File: src/rtl/core/rmv_pkg.sv
// Shared types, constants and the control program of the running mean/variance block.
// No dependencies; imported by rmv_seq, rmv_dp and running_mean_variance_top.
package rmv_pkg;

    // fixed field widths
    localparam int SAMPLE_BITS   = 16;
    localparam int VAR_BITS      = 50;
    localparam int MEAN_OUT_BITS = 32;
    localparam int CNT_OUT_BITS  = 16;
    localparam int OUT_DATA_BITS = 104;
    localparam int PC_BITS       = 4;

    typedef logic [3:0]         t_op;
    typedef logic [1:0]         t_len;
    typedef logic [2:0]         t_br;
    typedef logic [PC_BITS-1:0] t_pc;

    // datapath operations
    localparam t_op OP_NOP    = 4'd0;
    localparam t_op OP_TAKE   = 4'd1;  // latch sample, update count, restart clear
    localparam t_op OP_LOAD_M = 4'd2;  // load divider with |x - mean| / n
    localparam t_op OP_DIV    = 4'd3;  // one restoring division step
    localparam t_op OP_MEAN   = 4'd4;  // apply mean step, load (S + n-2) / (n-1)
    localparam t_op OP_DEC    = 4'd5;  // decay term, load q * q
    localparam t_op OP_MUL    = 4'd6;  // one shift-add multiply step
    localparam t_op OP_SQ     = 4'd7;  // truncate square, load sq * n
    localparam t_op OP_VAR    = 4'd8;  // saturating variance sum
    localparam t_op OP_OUT    = 4'd9;  // load output word

    // loop length selects
    localparam t_len LEN_NONE = 2'd0;
    localparam t_len LEN_MEAN = 2'd1;
    localparam t_len LEN_VAR  = 2'd2;
    localparam t_len LEN_CNT  = 2'd3;

    // branch kinds
    localparam t_br BR_NEXT     = 3'd0;
    localparam t_br BR_WAIT_IN  = 3'd1;
    localparam t_br BR_LOOP     = 3'd2;
    localparam t_br BR_FIRST    = 3'd3;
    localparam t_br BR_WAIT_OUT = 3'd4;
    localparam t_br BR_JUMP     = 3'd5;

    // program addresses used as jump targets
    localparam t_pc PC_START = 4'd0;
    localparam t_pc PC_OUT   = 4'd10;

    typedef struct packed {
        t_op  op;
        t_len len_sel;
        t_br  br;
        t_pc  target;
    } t_uword;

    // sequencer to datapath
    typedef struct packed {
        t_op op;
    } t_ctl;

    // datapath to sequencer
    typedef struct packed {
        logic first;     // count below two: no variance update
        logic out_free;  // output register can take a word
    } t_sts;

    // control program
    function automatic t_uword ucode(input t_pc pc);
        t_uword w;
        case (pc)
            4'd0:    w = '{OP_TAKE,   LEN_NONE, BR_WAIT_IN,  PC_START};
            4'd1:    w = '{OP_LOAD_M, LEN_MEAN, BR_NEXT,     PC_START};
            4'd2:    w = '{OP_DIV,    LEN_NONE, BR_LOOP,     PC_START};
            4'd3:    w = '{OP_MEAN,   LEN_VAR,  BR_FIRST,    PC_OUT};
            4'd4:    w = '{OP_DIV,    LEN_NONE, BR_LOOP,     PC_START};
            4'd5:    w = '{OP_DEC,    LEN_MEAN, BR_NEXT,     PC_START};
            4'd6:    w = '{OP_MUL,    LEN_NONE, BR_LOOP,     PC_START};
            4'd7:    w = '{OP_SQ,     LEN_CNT,  BR_NEXT,     PC_START};
            4'd8:    w = '{OP_MUL,    LEN_NONE, BR_LOOP,     PC_START};
            4'd9:    w = '{OP_VAR,    LEN_NONE, BR_NEXT,     PC_START};
            4'd10:   w = '{OP_OUT,    LEN_NONE, BR_WAIT_OUT, PC_START};
            default: w = '{OP_NOP,    LEN_NONE, BR_JUMP,     PC_START};
        endcase
        return w;
    endfunction

endpackage

File: src/rtl/core/rmv_seq.sv
// Microcode sequencer: program counter, loop counter and branch logic.
// Depends on rmv_pkg for the control word layout and the program table.
module rmv_seq #(
    parameter int COUNT_BITS = 16,
    parameter int FRAC_BITS  = 16
) (
    input  logic          i_clk,
    input  logic          i_rst_n,
    input  logic          i_in_valid,
    input  rmv_pkg::t_sts i_sts,
    output logic          o_in_ready,
    output rmv_pkg::t_ctl o_ctl
);
    import rmv_pkg::*;

    localparam int W_M   = SAMPLE_BITS + FRAC_BITS;
    localparam int W_V   = VAR_BITS + 1;
    localparam int L_MV  = (W_M > W_V) ? W_M : W_V;
    localparam int L_MAX = (L_MV > COUNT_BITS) ? L_MV : COUNT_BITS;
    localparam int CNT_W = $clog2(L_MAX + 1);

    t_pc               r_pc;
    t_pc               n_pc;
    logic [CNT_W-1:0]  r_lcnt;
    logic [CNT_W-1:0]  n_lcnt;
    t_uword            uw;
    logic              hold;

    assign uw = ucode(r_pc);

    // a waiting step issues no operation
    assign hold       = ((uw.br == BR_WAIT_IN) && !i_in_valid) ||
                        ((uw.br == BR_WAIT_OUT) && !i_sts.out_free);
    assign o_in_ready = (uw.br == BR_WAIT_IN);
    assign o_ctl.op   = hold ? OP_NOP : uw.op;

    // next step
    always_comb begin
        n_pc = r_pc + t_pc'(1);
        case (uw.br)
            BR_NEXT:     n_pc = r_pc + t_pc'(1);
            BR_WAIT_IN:  if (!i_in_valid) n_pc = r_pc;
            BR_LOOP:     if (r_lcnt != CNT_W'(1)) n_pc = r_pc;
            BR_FIRST:    if (i_sts.first) n_pc = uw.target;
            BR_WAIT_OUT: n_pc = i_sts.out_free ? uw.target : r_pc;
            BR_JUMP:     n_pc = uw.target;
            default:     n_pc = PC_START;
        endcase
    end

    // loop counter: loaded by setup steps, counted down by loop steps
    always_comb begin
        n_lcnt = r_lcnt;
        if (uw.br == BR_LOOP) begin
            n_lcnt = r_lcnt - CNT_W'(1);
        end else begin
            case (uw.len_sel)
                LEN_MEAN: n_lcnt = CNT_W'(W_M);
                LEN_VAR:  n_lcnt = CNT_W'(W_V);
                LEN_CNT:  n_lcnt = CNT_W'(COUNT_BITS);
                default:  n_lcnt = r_lcnt;
            endcase
        end
    end

    always_ff @(posedge i_clk) begin
        if (!i_rst_n) begin
            r_pc   <= PC_START;
            r_lcnt <= '0;
        end else begin
            r_pc   <= n_pc;
            r_lcnt <= n_lcnt;
        end
    end

endmodule

File: src/rtl/core/rmv_dp.sv
// Datapath: mean/variance state, shared restoring divider, shift-add multiplier, output word.
// Depends on rmv_pkg; driven step by step by rmv_seq.
module rmv_dp #(
    parameter int COUNT_BITS = 16,
    parameter int FRAC_BITS  = 16
) (
    input  logic                                i_clk,
    input  logic                                i_rst_n,
    input  rmv_pkg::t_ctl                       i_ctl,
    output rmv_pkg::t_sts                       o_sts,
    input  logic [rmv_pkg::SAMPLE_BITS-1:0]     i_sample,
    input  logic                                i_restart,
    input  logic                                i_out_ready,
    output logic                                o_out_valid,
    output logic [rmv_pkg::OUT_DATA_BITS-1:0]   o_out_data
);
    import rmv_pkg::*;

    localparam int W_M   = SAMPLE_BITS + FRAC_BITS;       // mean width
    localparam int W_V   = VAR_BITS + 1;                  // decay dividend width
    localparam int W_N   = (W_M > W_V) ? W_M : W_V;       // divider shift register
    localparam int W_P2  = 2 * W_M;
    localparam int W_PN  = 2 * W_M - FRAC_BITS + COUNT_BITS;
    localparam int W_P   = (W_P2 > W_PN) ? W_P2 : W_PN;   // product width
    localparam int W_R   = (W_M > COUNT_BITS) ? W_M : COUNT_BITS;
    localparam int W_E   = (W_M > MEAN_OUT_BITS + 1) ? W_M : MEAN_OUT_BITS + 1;
    localparam int W_CE  = (COUNT_BITS > CNT_OUT_BITS) ? COUNT_BITS : CNT_OUT_BITS;
    localparam int PAD   = OUT_DATA_BITS - MEAN_OUT_BITS - VAR_BITS - CNT_OUT_BITS;

    localparam logic signed [W_E-1:0] MO_MAX = W_E'((64'sd1 <<< (MEAN_OUT_BITS - 1)) - 1);
    localparam logic signed [W_E-1:0] MO_MIN = -MO_MAX - W_E'(1);

    // architectural state
    logic signed [SAMPLE_BITS-1:0] r_x;
    logic signed [W_M-1:0]         r_mean;
    logic [VAR_BITS-1:0]           r_var;
    logic [COUNT_BITS-1:0]         r_cnt;
    // working registers
    logic                          r_neg;
    logic [W_M-1:0]                r_q;
    logic [VAR_BITS-1:0]           r_dec;
    logic [W_N-1:0]                r_dvd;
    logic [COUNT_BITS-1:0]         r_rem;
    logic [COUNT_BITS-1:0]         r_dvs;
    logic [W_P-1:0]                r_mcand;
    logic [W_R-1:0]                r_mplr;
    logic [W_P-1:0]                r_acc;
    logic                          r_ovalid;
    logic [OUT_DATA_BITS-1:0]      r_odata;

    logic signed [W_M-1:0]         xs;
    logic signed [W_M:0]           d;
    logic [W_M:0]                  d_mag;
    logic [COUNT_BITS:0]           rem_sh;
    logic                          ge;
    logic [COUNT_BITS:0]           rem_sub;
    logic [W_M-1:0]                q_now;
    logic [W_V-1:0]                vdiv;
    logic [VAR_BITS:0]             vsum;
    logic                          vsat;
    logic signed [W_E-1:0]         mean_ext;
    logic [MEAN_OUT_BITS-1:0]      mean_out;
    logic [W_CE-1:0]               cnt_ext;

    // mean difference and magnitude
    assign xs    = {r_x, {FRAC_BITS{1'b0}}};
    assign d     = {xs[W_M-1], xs} - {r_mean[W_M-1], r_mean};
    assign d_mag = d[W_M] ? (~d + 1'b1) : d;

    // restoring divider step
    assign rem_sh  = {r_rem, r_dvd[W_N-1]};
    assign ge      = (rem_sh >= {1'b0, r_dvs});
    assign rem_sub = rem_sh - {1'b0, r_dvs};
    assign q_now   = r_dvd[W_M-1:0];

    // S + n - 2 for the rounded-up decay quotient
    assign vdiv = {1'b0, r_var} + W_V'(r_cnt) - W_V'(2);

    // growth plus decay, saturating
    assign vsum = {1'b0, r_dec} + {1'b0, r_acc[VAR_BITS-1:0]};
    assign vsat = (|r_acc[W_P-1:VAR_BITS]) || vsum[VAR_BITS];

    // output clamp and count truncation
    assign mean_ext = W_E'(r_mean);
    always_comb begin
        if (mean_ext > MO_MAX) begin
            mean_out = MO_MAX[MEAN_OUT_BITS-1:0];
        end else if (mean_ext < MO_MIN) begin
            mean_out = MO_MIN[MEAN_OUT_BITS-1:0];
        end else begin
            mean_out = mean_ext[MEAN_OUT_BITS-1:0];
        end
    end
    assign cnt_ext = W_CE'(r_cnt);

    assign o_sts.first    = (r_cnt < COUNT_BITS'(2));
    assign o_sts.out_free = !r_ovalid || i_out_ready;
    assign o_out_valid    = r_ovalid;
    assign o_out_data     = r_odata;

    // state that reset clears
    always_ff @(posedge i_clk) begin
        if (!i_rst_n) begin
            r_mean   <= '0;
            r_var    <= '0;
            r_cnt    <= '0;
            r_ovalid <= 1'b0;
        end else begin
            if (i_ctl.op == OP_OUT) begin
                r_ovalid <= 1'b1;
            end else if (i_out_ready) begin
                r_ovalid <= 1'b0;
            end
            case (i_ctl.op)
                OP_TAKE: begin
                    if (i_restart) begin
                        r_mean <= '0;
                        r_var  <= '0;
                        r_cnt  <= COUNT_BITS'(1);
                    end else if (r_cnt != {COUNT_BITS{1'b1}}) begin
                        r_cnt <= r_cnt + COUNT_BITS'(1);
                    end
                end
                OP_MEAN: begin
                    r_mean <= r_neg ? (r_mean - q_now) : (r_mean + q_now);
                    if (o_sts.first) r_var <= '0;
                end
                OP_VAR: begin
                    r_var <= vsat ? {VAR_BITS{1'b1}} : vsum[VAR_BITS-1:0];
                end
                default: ;
            endcase
        end
    end

    // working registers, no reset
    always_ff @(posedge i_clk) begin
        case (i_ctl.op)
            OP_TAKE: begin
                r_x <= i_sample;
            end
            OP_LOAD_M: begin
                r_neg <= d[W_M];
                r_dvd <= W_N'(d_mag[W_M-1:0]) << (W_N - W_M);
                r_rem <= '0;
                r_dvs <= r_cnt;
            end
            OP_DIV: begin
                r_dvd <= {r_dvd[W_N-2:0], ge};
                r_rem <= ge ? rem_sub[COUNT_BITS-1:0] : rem_sh[COUNT_BITS-1:0];
            end
            OP_MEAN: begin
                r_q   <= q_now;
                r_dvd <= W_N'(vdiv) << (W_N - W_V);
                r_rem <= '0;
                r_dvs <= r_cnt - COUNT_BITS'(1);
            end
            OP_DEC: begin
                r_dec   <= r_var - r_dvd[VAR_BITS-1:0];
                r_mcand <= W_P'(r_q);
                r_mplr  <= W_R'(r_q);
                r_acc   <= '0;
            end
            OP_MUL: begin
                if (r_mplr[0]) r_acc <= r_acc + r_mcand;
                r_mcand <= r_mcand << 1;
                r_mplr  <= r_mplr >> 1;
            end
            OP_SQ: begin
                r_mcand <= r_acc >> FRAC_BITS;
                r_mplr  <= W_R'(r_cnt);
                r_acc   <= '0;
            end
            OP_OUT: begin
                r_odata <= {{PAD{1'b0}}, cnt_ext[CNT_OUT_BITS-1:0], r_var, mean_out};
            end
            default: ;
        endcase
    end

endmodule

File: src/rtl/core/running_mean_variance_top.sv
// Top level of the running mean and sample variance block.
// Depends on rmv_pkg, rmv_seq (microcode sequencer) and rmv_dp (datapath).
//
// Usage:
//   Slave stream s_axis_*: one word per signed 16-bit sample; tuser carries the
//   restart flag, which clears count, mean and variance before the sample.
//   Master stream m_axis_*: one word per sample with the updated mean
//   (signed, FRAC_BITS fraction bits, clamped to 32 bits), the sample variance
//   (50 bits, saturating) and the sample count.
//   A step program in rmv_pkg runs one division step or one multiply step per
//   cycle through a shared divider and a shift-add multiplier.
//   Every sample runs the mean division loop; a sample that updates the variance
//   also runs the decay division loop and both multiply loops, while the first
//   sample after restart goes straight to the output step. No new sample is
//   accepted before the program is back at its first step; s_axis_tready is
//   high only while the program waits at its first step.
//   The finished word sits in an output register; the next sample is accepted
//   while it waits, and the program holds at its last step if the receiver
//   still stalls when the next word is ready.
//   Reset (i_rst_n low, synchronous) clears count, mean, variance and the
//   output valid flag.
module running_mean_variance_top #(
    parameter int COUNT_BITS = 16,
    parameter int FRAC_BITS  = 16
) (
    input  logic         i_clk,
    input  logic         i_rst_n,
    input  logic         s_axis_tvalid,
    output logic         s_axis_tready,
    input  logic [15:0]  s_axis_tdata,   // [15:0] sample
    input  logic         s_axis_tuser,   // [0] restart
    output logic         m_axis_tvalid,
    input  logic         m_axis_tready,
    output logic [103:0] m_axis_tdata    // [31:0] mean_value, [81:32] variance_value,
                                         // [97:82] sample_count, [103:98] zero
);
    import rmv_pkg::*;

    t_ctl ctl;
    t_sts sts;

    rmv_seq #(
        .COUNT_BITS (COUNT_BITS),
        .FRAC_BITS  (FRAC_BITS)
    ) u_seq (
        .i_clk      (i_clk),
        .i_rst_n    (i_rst_n),
        .i_in_valid (s_axis_tvalid),
        .i_sts      (sts),
        .o_in_ready (s_axis_tready),
        .o_ctl      (ctl)
    );

    rmv_dp #(
        .COUNT_BITS (COUNT_BITS),
        .FRAC_BITS  (FRAC_BITS)
    ) u_dp (
        .i_clk       (i_clk),
        .i_rst_n     (i_rst_n),
        .i_ctl       (ctl),
        .o_sts       (sts),
        .i_sample    (s_axis_tdata),
        .i_restart   (s_axis_tuser),
        .i_out_ready (m_axis_tready),
        .o_out_valid (m_axis_tvalid),
        .o_out_data  (m_axis_tdata)
    );

endmodule
File: config.mk
export PLATFORM = sky130hd
export DESIGN_NAME = running_mean_variance_top
export DESIGN_NICKNAME = d
export VERILOG_FILES = /design/src/rtl/core/rmv_pkg.sv /design/src/rtl/core/rmv_seq.sv /design/src/rtl/core/rmv_dp.sv /design/src/rtl/core/running_mean_variance_top.sv
export SDC_FILE = /design/constraint.sdc
export NUM_CORES = 1
export LEC_CHECK = 0
export BUFFER_PORTS_ARGS = -buffer_cell sky130_fd_sc_hd__buf_2
export CAP_MARGIN = 30
export CORE_AREA = 2 2 258 260
export DETAILED_ROUTE_END_ITERATION = 6
export DIE_AREA = 0 0 260 262
export PLACE_DENSITY = 0.78
export SLEW_MARGIN = 20
export SYNTH_ARGS = -nofsm -noshare
export SYNTH_HDL_FRONTEND = slang
export SYNTH_SLANG_ARGS = --single-unit
File: constraint.sdc
create_clock -name i_clk -period 6.1 [get_ports i_clk]
set_clock_uncertainty 0.2 [all_clocks]
set_input_delay 0.915 -clock i_clk [delete_from_list [all_inputs] [get_ports i_clk]]
set_output_delay 0.915 -clock i_clk [all_outputs]
set_load 0.1 [all_outputs]
; Word level (Yosys, flattened, before mapping)
; Memories as Yosys holds them, arrays and structs flattened. A register that Yosys moved wholly into a read port is not among the register bits.
; Cells that the tools add are included.
[word_totals]
reg_bits = 549
latchBits = 0
mem_bits_rw = 0
romBits = 176
in_bits = 21
out_inout_bits = 106
wordCells = 121
mem_count = 1
[memory_table]
columns = name, depth, word_bits, read_ports, rd_ports_with_merged_regs, write_ports, line_no
row1 = (no name shown), 16, 11, 1, 1, 0, rmv_pkg.sv:69  ; case (pc)
[classes]
add_sub_neg = 14
n_mul = 0
div = 0
magnitude_cmp = 4
n_eq_ne = 25
shift = 0
mux = 31
n_bitwise = 1
n_reduce_logical = 27
[ops]
columns = operator, n
row1 = case mux 64 bit (3 select lines), 1
row2 = case mux 51 bit (3 select lines), 1
row3 = 2-to-1 mux 50 bit, 3
row4 = case mux 50 bit (3 select lines), 1
row5 = 2-to-1 mux 32 bit, 4
row6 = case mux 64 bit (2 select lines), 1
row7 = case mux 32 bit (3 select lines), 1
row8 = adder 64 bit, 1
row9 = 2-to-1 mux 64 bit, 1
row10 = case mux 16 bit (2 select lines), 2
row11 = case mux 32 bit (2 select lines), 1
row12 = adder 50 x 16 -> 51 bit, 1
row13 = adder 50 x 50 -> 51 bit, 1
row14 = subtractor 51 x 2 -> 51 bit (second input constant), 1
row15 = subtractor 50 bit, 1
row16 = 2-to-1 mux 16 bit, 3
row17 = subtractor 32 x 32 -> 33 bit, 1
row18 = adder 32 x 1 -> 32 bit (second input constant), 1
row19 = adder 32 bit, 1
row20 = > comparator 32 bit (second input constant), 1
row21 = < comparator 32 bit (second input constant), 1
row22 = NOT 32 bit, 1
row23 = subtractor 32 bit, 1
row24 = 2-to-1 mux 4 bit, 7
row25 = 35 further kinds, 64

; Longest topological paths before layout
; Gate-level depths: netlist (run 1).
[depth]
word_depth = 10
depth_mapped = 21
ltp_nobuf = 21

; Modules after synthesis
; A second synthesis (run 1) with hierarchy kept.
[hier_totals]
hier_cells = 4048
hier_area_um2 = 37902.6
[by_module_without_submodules]
columns = module, instances, cells_per_inst, area_each_um2, seq_area_each_um2
row1 = rmv_dp, 1, 3884, 36472.5, 15194.6
row2 = rmv_seq, 1, 164, 1430.1, 400.4

; Least setup slack after synthesis (run 1)
; Ideal clock, no wire load.
[synth_timing]
kind = input-to-reg
from = input m_axis_tready
to = register u_dp.r_odata[0] (netlist: u_dp.o_out_data[0]) (enable)
setup_time_ps = 557
arrival_time_ps = 5600
t_required_ps = 5343
slack_ps = -257
path_stages = 5
n_path_buf = 0
path_cell_list = nor2b_1 and3b_1 o21bai_2 nand2_1 nor2_1
[synth_via]
elab_chain_cells = 6
[synth_rtl]
columns = item, line_no
row1 = "start, declared", running_mean_variance_top.sv:33  ; input logic m_axis_tready,
row2 = logical OR 1 bit, rmv_dp.sv:97  ; assign o_sts.out_free = !r_ovalid || i_out_ready;
row3 = logical NOT 1 bit, rmv_seq.sv:33  ; ((uw.br == BR_WAIT_OUT) && !i_sts.out_free);
row4 = logical AND 1 bit, rmv_seq.sv:33
row5 = logical OR 1 bit, rmv_seq.sv:32  ; assign hold = ((uw.br == BR_WAIT_IN) && !i_in_valid) ||
row6 = 2-to-1 mux 4 bit, rmv_seq.sv:35  ; assign o_ctl.op = hold ? OP_NOP : uw.op;
row7 = equality test 4 bit, rmv_dp.sv:138  ; case (i_ctl.op)
row8 = "end signal, assigned", rmv_dp.sv:175  ; r_odata <= {{PAD{1'b0}}, cnt_ext[CNT_OUT_BITS-1:0], r_var, mean_out};
row9 = "end, declared", rmv_dp.sv:49  ; logic [OUT_DATA_BITS-1:0] r_odata;
; Every way passes these cells.
; A chain may end at the register's enable or synchronous reset.

; Worst setup path in the final report (run 1)
[layout_timing]
from = register u_dp.r_dvd[5]
to = register u_dp.r_mean[31]
[layout_via]
elab_chain_cells = 3
word_cells_on_any_way = 4
classes_between = add/sub (2) / mux (2)
[layout_rtl]
columns = item, line_no
row1 = "start, declared", rmv_dp.sv:42  ; logic [W_N-1:0] r_dvd;
row2 = "start signal, assigned", rmv_dp.sv:144  ; r_dvd <= W_N'(d_mag[W_M-1:0]) << (W_N - W_M);
row3 = "start signal, assigned", rmv_dp.sv:149  ; r_dvd <= {r_dvd[W_N-2:0], ge};
row4 = "start signal, assigned", rmv_dp.sv:154  ; r_dvd <= W_N'(vdiv) << (W_N - W_V);
row5 = adder 32 bit / subtractor 32 bit (equally long branches), rmv_dp.sv:125  ; r_mean <= r_neg ? (r_mean - q_now) : (r_mean + q_now);
row6 = 2-to-1 mux 32 bit *, rmv_dp.sv:125
row7 = case mux 32 bit (2 select lines) *, rmv_dp.sv:114  ; case (i_ctl.op)
row8 = "end signal, assigned", rmv_dp.sv:125
row9 = "end, declared", rmv_dp.sv:35  ; logic signed [W_M-1:0] r_mean;
; Every way passes the cells marked *; elsewhere a longest branch is shown, timed or not.

==> results.py, run 1 <==
metrics = {
    "status": {
        "status": "finished, final reports clean",
    },
    "global_routing": {
        "grtUsageTotal": 0.295,
        "overflow": 0,
        "grt_pass1_vias": 28304,
        "antenna_found_initial": 1,
        "grt_max_degree": 86,
        "grt_pass1_wl_um": 158000,
    },
    "timing": {
        "setup_tns_ns": 0,
        "max_slew.worst_pin.slew_ns": 0.932,
        "slew_violations": 0,
        "whs_ns": 0.234,
        "finalSetupViolCount": 0,
        "fin_ws_ns": 0.718,
        "hold_viol_final": 0,
        "rsz0062_at_grt": "no",
        "fmaxAchievable_ghz": 0.186,
        "period_minus_slack_ns": 5.38,
        "fin_crit_sh": 0.882,
        "maxSlewHeadroom": 0.377,
    },
    "route": {
        "drt_wl_total_um": 102000,
        "ant_nets": 0,
        "drc": 0,
        "num_vias": 30497,
        "vias_per_cell": 6.11,
        "dr.pass1.iters": 6,
        "routedWlPerCell_um": 20.4,
        "drt_iter0_drc": 3265,
    },
    "setup_path": {
        "start_kind": "flip-flop",
        "worst_ep_required_time_ns": 6.43,
        "crit_type": "reg2reg",
        "slowest_delay_ns": 0.62,
        "crit_top_cell": "o21ai_0",
        "cp_max_fo": 5,
        "path_buf_inv": 0,
        "end_kind": "flip-flop",
        "cp_top_family": "simple AND/OR/NAND/NOR gates",
        "cp_cell_sequence": "or4_1 > nor4_1 > nand2_1 > nor4_1 > a31oi_1 > xnor2_1 > ha_1 > nand4_1 > nor3_1 > o2111ai_1 > a21oi_1 > o21ai_0 > a21oi_1 > o21ai_0 > a21boi_0 > mux2i_1 > o21ai_0",
        "cp_slowest_cell": "or4_1",
        "r2r_slack_ns": 0.72,
        "cp.arrival_ns": 5.71,
    },
    "clock_network": {
        "numCtsBuffers": 61,
        "cts.repair.resized": 0,
        "postCtsSetupBuffers": 0,
        "cts-root-buf": "clkbuf_16",
        "clk_latency_ns": 0.66,
        "clock_sinks": 559,
        "hold_buffers": 0,
        "h-tree-depth": 2,
        "cts_buffer_depth": 3,
        "cts_tree": "done",
        "cts.clk_slew.worst_paths_ns": 0.06,
    },
    "pwr": {
        "p_int_uw": 11100,
        "combPwrFrac": 0.458,
        "power_switching_uw": 7540,
        "clkPwrFrac": 0.216,
        "design_power_total_uw": 18700,
        "p_seq_frac": 0.326,
        "power_leakage_uw": 0.0176,
        "vdd_drop_max_v": 0.000288,
        "pwr_density_cell_mw_per_mm2": 455,
        "switching_share": 0.404,
    },
    "floorplanning": {
        "io_pins": 127,
        "start_util": 0.576,
        "num_rows": 94,
        "die_w_um": 260,
        "die_y_um": 262,
        "die_area_mm2": 0.0681,
        "fp.coreArea_mm2": 0.0653,
    },
    "yosys": {
        "synth.cell_area_mm2": 0.0376,
        "yosysMostFrequentCell": "edfxtp_1",
        "synth-seq-area-share": 0.415,
        "yosys.area.top_type": "edfxtp_1",
        "ys_async_sr_fraction": 0,
        "yosys_warnings": 0,
        "synth_common_cells": "edfxtp_1 (440), nand2_1 (394), nor2_1 (331)",
        "synth_edf_count": 440,
        "synth.avg_cell_area_um2": 9.30,
        "ys.flop_type": "edfxtp_1",
        "synthCells": 4039,
        "synthTopCellsByArea": "edfxtp_1 (35%), ha_1 (10%), dfxtp_1 (6.3%), xnor2_1 (5.5%), a21oi_1 (3.9%)",
        "synth_top_cell_area_share": 0.352,
        "ys_ff_latch": 559,
        "synth_cell_types": 103,
    },
    "min_path": {
        "min_path_type": "in2reg",
    },
    "placement": {
        "dp_hpwl_um": 76100,
        "io_buffers": 120,
        "pre_cts_slack_ns": 0.749,
        "gp_congestion": 0.946,
    },
    "final_layout": {
        "antenna_cells": 0,
        "fin_nets": 4405,
        "n_fill_cell": 5362,
        "drive_gt1_frac": 0.0787,
        "fin_util": 0.629,
        "area_growth_pct": 9.33,
    },
    "job": {
        "max_cap_violations": 0,
    },
}
## layer usage
layer	part of all wire	global-route usage	routed length, um
met1	0.45	0.435	45600
met3	0.086	0.0391	8790
met2	0.43	0.450	44300
met4	0.032	0.0939	3250
met5	0.00011	0	11
## through the flow
step,cells,cell area [um^2]
after global placement,4873,38800
after CTS,4990,41000
after detailed placement,4875,38800
final,4992,41100
after floorplan,4044,37600
after global routing,4992,41100
## flip-flops by register name (all words and copies together) (netlist names)
signal / count
u_dp.r_mcand: 64
u_dp.r_dec: 50
u_dp.r_dvd: 51
u_dp.r_acc: 64
u_dp.r_q: 32
u_dp.r_neg: 1
u_dp.r_rem: 16
u_seq.r_lcnt: 6
u_dp.r_mplr: 32
u_dp.r_dvs: 16
u_dp.cnt_ext: 16
u_dp.r_x: 16
u_dp.o_out_data: 98
u_dp.r_mean: 32
u_seq.r_pc: 4
u_seq.uw: 10
u_dp.o_out_valid: 1
u_dp.r_var: 50
## path summary, 6_finish.rpt
kind / cells after the start / from / end
hold reg to reg: 0 / u_dp.r_mean[20]$_SDFFE_PN0P_ / u_dp.o_out_data[20]$_SDFFCE_PN1P_
setup reg to reg: 17 / u_dp.r_dvd[5]$_SDFFCE_PP0P_ / u_dp.r_mean[31]$_SDFFE_PN0P_
setup / recovery: 17 / u_dp.r_dvd[5]$_SDFFCE_PP0P_ / u_dp.r_mean[31]$_SDFFE_PN0P_
hold / removal: 1 / s_axis_tdata[3] / u_dp.r_x[3]$_DFFE_PN_
## cells in the final DEF (no fill, tap or decap), types with 23 or more instances in the layout
master	synthesis	layout
nor3_1	58	58
inv_1	276	276
nand4_1	43	43
nand3_1	63	63
buf_2	9	120
o21a_1	44	44
a21o_1	170	170
nor4_1	23	23
clkbuf_16	0	61
xor2_1	104	104
xnor2_1	234	234
nand2_1	394	391
edfxtp_1	440	440
a211oi_1	31	31
a31oi_1	50	50
nor2b_1	58	58
buf_4	6	29
nand2b_1	45	45
a21oi_1	296	296
dfxtp_1	119	118
o21bai_1	43	43
a22oi_1	33	33
a22o_1	24	24
o21ai_0	288	288
ha_1	302	302
nor2_1	331	328
and3_1	25	25
and2_1	46	44
## power groups by stage
stage,Sequential (uW),Combinational [uW],Clock [uW]
after CTS,6060,8410,4090
final,6090,8550,4040
after global routing,6140,9480,4220
after detailed placement,6130,8330,0
after floorplan,5860,6550,0
after global placement,6120,8180,0
## cell type report
cell class | count | area (um^2) | share of cell area
sequential | 559 | 15600 | 0.380
multi-input combinational | 3023 | 20300 | 0.493
timing repair buffer | 154 | 916 | 0.0223
inverter | 277 | 1040 | 0.0253
clock buffer | 79 | 1660 | 0.0405
tap | 864 | 1080 | 0.0263
clock inverter | 36 | 519 | 0.0126
## worst register-to-register path, cell delays in order, from the launching register on
cell and delay, ns:
edfxtp_1 0.46, or4_1 0.62, nor4_1 0.49, nand2_1 0.16, nor4_1 0.59, a31oi_1 0.20, xnor2_1 0.18, ha_1 0.35
nand4_1 0.15, nor3_1 0.16, o2111ai_1 0.21, a21oi_1 0.26, o21ai_0 0.20, a21oi_1 0.23, o21ai_0 0.14, a21boi_0 0.36
mux2i_1 0.22, o21ai_0 0.10
## cell families (layout without fill, tap and decap cells)
kind of cell             count (synthesis)  count (layout)  share of synthesized area
multiplexers                            21              21                    0.00566
adder cells (fa/ha/maj)                308             308                      0.104
flip-flops                             559             559                      0.415
other                                    1               6                  0.0000998
buffers and inverters                  462             546                     0.0477
XOR/XNOR                               339             339                     0.0792
AO/OA/AOI/OAI                         1164            1164                      0.197
AND/OR/NAND/NOR                       1185            1185                      0.151
(Power assumes the default switching activity.)
==> inputs of run 2 (changes only) <==
Settings changed: REMOVE_ABC_BUFFERS set to 1.
==> run 2 against run 1 <==
Sequential power is essentially flat; first-iteration DRC count shrank 13%; routed wire length shrank 0.75%; critical path type unchanged; largest cell class unchanged; highest routed layer is now met4.
==> results.py, run 2 (synthesis results as in run 1) <==
metrics = {
    "status": {
        "status": "finished, final reports clean",
    },
    "floorplanning": {
        "io_pins": 127,
        "num_rows": 94,
        "start_util": 0.576,
        "die_y_um": 262,
        "die_w_um": 260,
        "die_area_mm2": 0.0681,
        "fp.coreArea_mm2": 0.0653,
    },
    "job": {
        "max_cap_violations": 0,
    },
    "setup_path": {
        "crit_type": "reg2reg",
        "end_kind": "flip-flop",
        "cp_max_fo": 6,
        "cp.arrival_ns": 5.70,
        "worst_ep_required_time_ns": 6.42,
        "r2r_slack_ns": 0.72,
        "start_kind": "flip-flop",
    },
    "clock_network": {
        "postCtsSetupBuffers": 0,
        "numCtsBuffers": 66,
        "cts.clk_slew.worst_paths_ns": 0.05,
        "clk_latency_ns": 0.62,
        "cts_tree": "done",
        "cts-root-buf": "clkbuf_16",
        "cts.repair.resized": 0,
        "h-tree-depth": 3,
        "clock_sinks": 559,
        "cts_buffer_depth": 3,
        "hold_buffers": 0,
    },
    "route": {
        "vias_per_cell": 6.10,
        "dr.pass1.iters": 6,
        "drt_wl_total_um": 101000,
        "drt_iter0_drc": 2854,
        "drc": 0,
        "num_vias": 30500,
        "routedWlPerCell_um": 20.2,
        "ant_nets": 0,
    },
    "global_routing": {
        "grtUsageTotal": 0.293,
        "gr-usage-met1": 0.427,
        "antenna_found_initial": 1,
        "grt_pass1_vias": 28247,
        "grt-busiest-layer": "met2",
        "overflow": 0,
        "met3_usage": 0.0383,
        "grtUsageMet2": 0.450,
        "grt_pass1_wl_um": 156000,
        "grt_max_degree": 96,
    },
    "pwr": {
        "pwr_density_cell_mw_per_mm2": 453,
        "vdd_drop_max_v": 0.000285,
        "design_power_total_uw": 18600,
        "power_leakage_uw": 0.0176,
    },
    "placement": {
        "dp_hpwl_um": 75400,
        "io_buffers": 120,
        "dp_cells": 4877,
        "gp_congestion": 0.928,
    },
    "timing": {
        "max_slew.worst_pin.slew_ns": 0.932,
        "rsz0062_at_grt": "no",
        "finalSetupViolCount": 0,
        "hold_viol_final": 0,
        "period_minus_slack_ns": 5.38,
        "maxSlewHeadroom": 0.376,
        "slew_violations": 0,
        "fin_crit_sh": 0.882,
        "whs_ns": 0.276,
        "fmaxAchievable_ghz": 0.186,
    },
    "final_layout": {
        "largest_reg_flops": 98,
        "drive_gt1_frac": 0.0781,
        "area_growth_pct": 9.23,
        "final_cell_mix": "edfxtp_1 (440), nand2_1 (391), nor2_1 (328)",
        "fin_cells": 4998,
        "final_common_cell": "edfxtp_1",
        "fin_nets": 4411,
        "antenna_cells": 0,
    },
    "min_path": {
        "min_path_type": "in2reg",
    },
}
-- run 2: critical path, stage by stage, from the launching register on --
cell,delay (ns)
edfxtp_1,0.45
or4_1,0.63
nor4_1,0.49
nand2_1,0.16
nor4_1,0.60
nor2_1,0.11
xnor2_1,0.16
ha_1,0.37
a21o_1,0.19
a21oi_1,0.15
nor2_1,0.05
o21a_1,0.17
or4_1,0.47
a31oi_1,0.35
a22oi_1,0.15
or4b_1,0.52
o2111ai_1,0.08
-- run 2: stage by stage --
stage / setup slack, ns / utilization / cell area (um^2) / setup TNS, ns
after floorplan: -3.22 / - / 36800 / -409.13
after global placement: 0.725 / 0.595 / 38800 / 0
after detailed placement: 0.743 / 0.596 / 38900 / 0
after global routing: 0.188 / 0.629 / 41000 / 0
after CTS: 0.708 / 0.628 / 41000 / 0
final: 0.719 / 0.629 / 41000 / 0
-- run 2: path summary, 6_finish.rpt --
check | start | endpoint | cells after the start
max | u_dp.r_dvd[4]$_SDFFCE_PP0P_ | u_dp.r_mean[30]$_SDFFE_PN0P_ | 16
min | s_axis_tdata[7] | u_dp.r_x[7]$_DFFE_PN_ | 1
max reg2reg | u_dp.r_dvd[4]$_SDFFCE_PP0P_ | u_dp.r_mean[30]$_SDFFE_PN0P_ | 16
min reg2reg | u_dp.r_var[1]$_SDFFE_PN0P_ | u_dp.r_var[1]$_SDFFE_PN0P_ | 2
-- run 2: cell type report --
| type | count | area, um^2 |
|---|---|---|
| clock buffer | 89 | 1810 |
| clock inverter | 31 | 333 |
| fill | 5388 | 24200 |
| inverter | 277 | 1040 |
| multi-input combinational | 3023 | 20300 |
| sequential | 559 | 15600 |
| tap | 864 | 1080 |
| timing repair buffer | 155 | 921 |
-- run 2: metal layers --
| layer | up-vias | part of all wire |
|---|---|---|
| li1 | 14676 | - |
| met1 | 14358 | 0.44 |
| met2 | 1296 | 0.44 |
| met3 | 170 | 0.086 |
| met4 | 0 | 0.032 |
| met5 | - | 0 |
-- run 2: power by group --
part / leakage [uW] / total [uW] / internal, uW / switching, uW
Combinational: 0.0113 / 8550 / 3360 / 5190
Clock: 0.00104 / 3950 / 2310 / 1640
Sequential: 0.00517 / 6080 / 5380 / 697
Total: 0.0176 / 18600 / 11100 / 7520
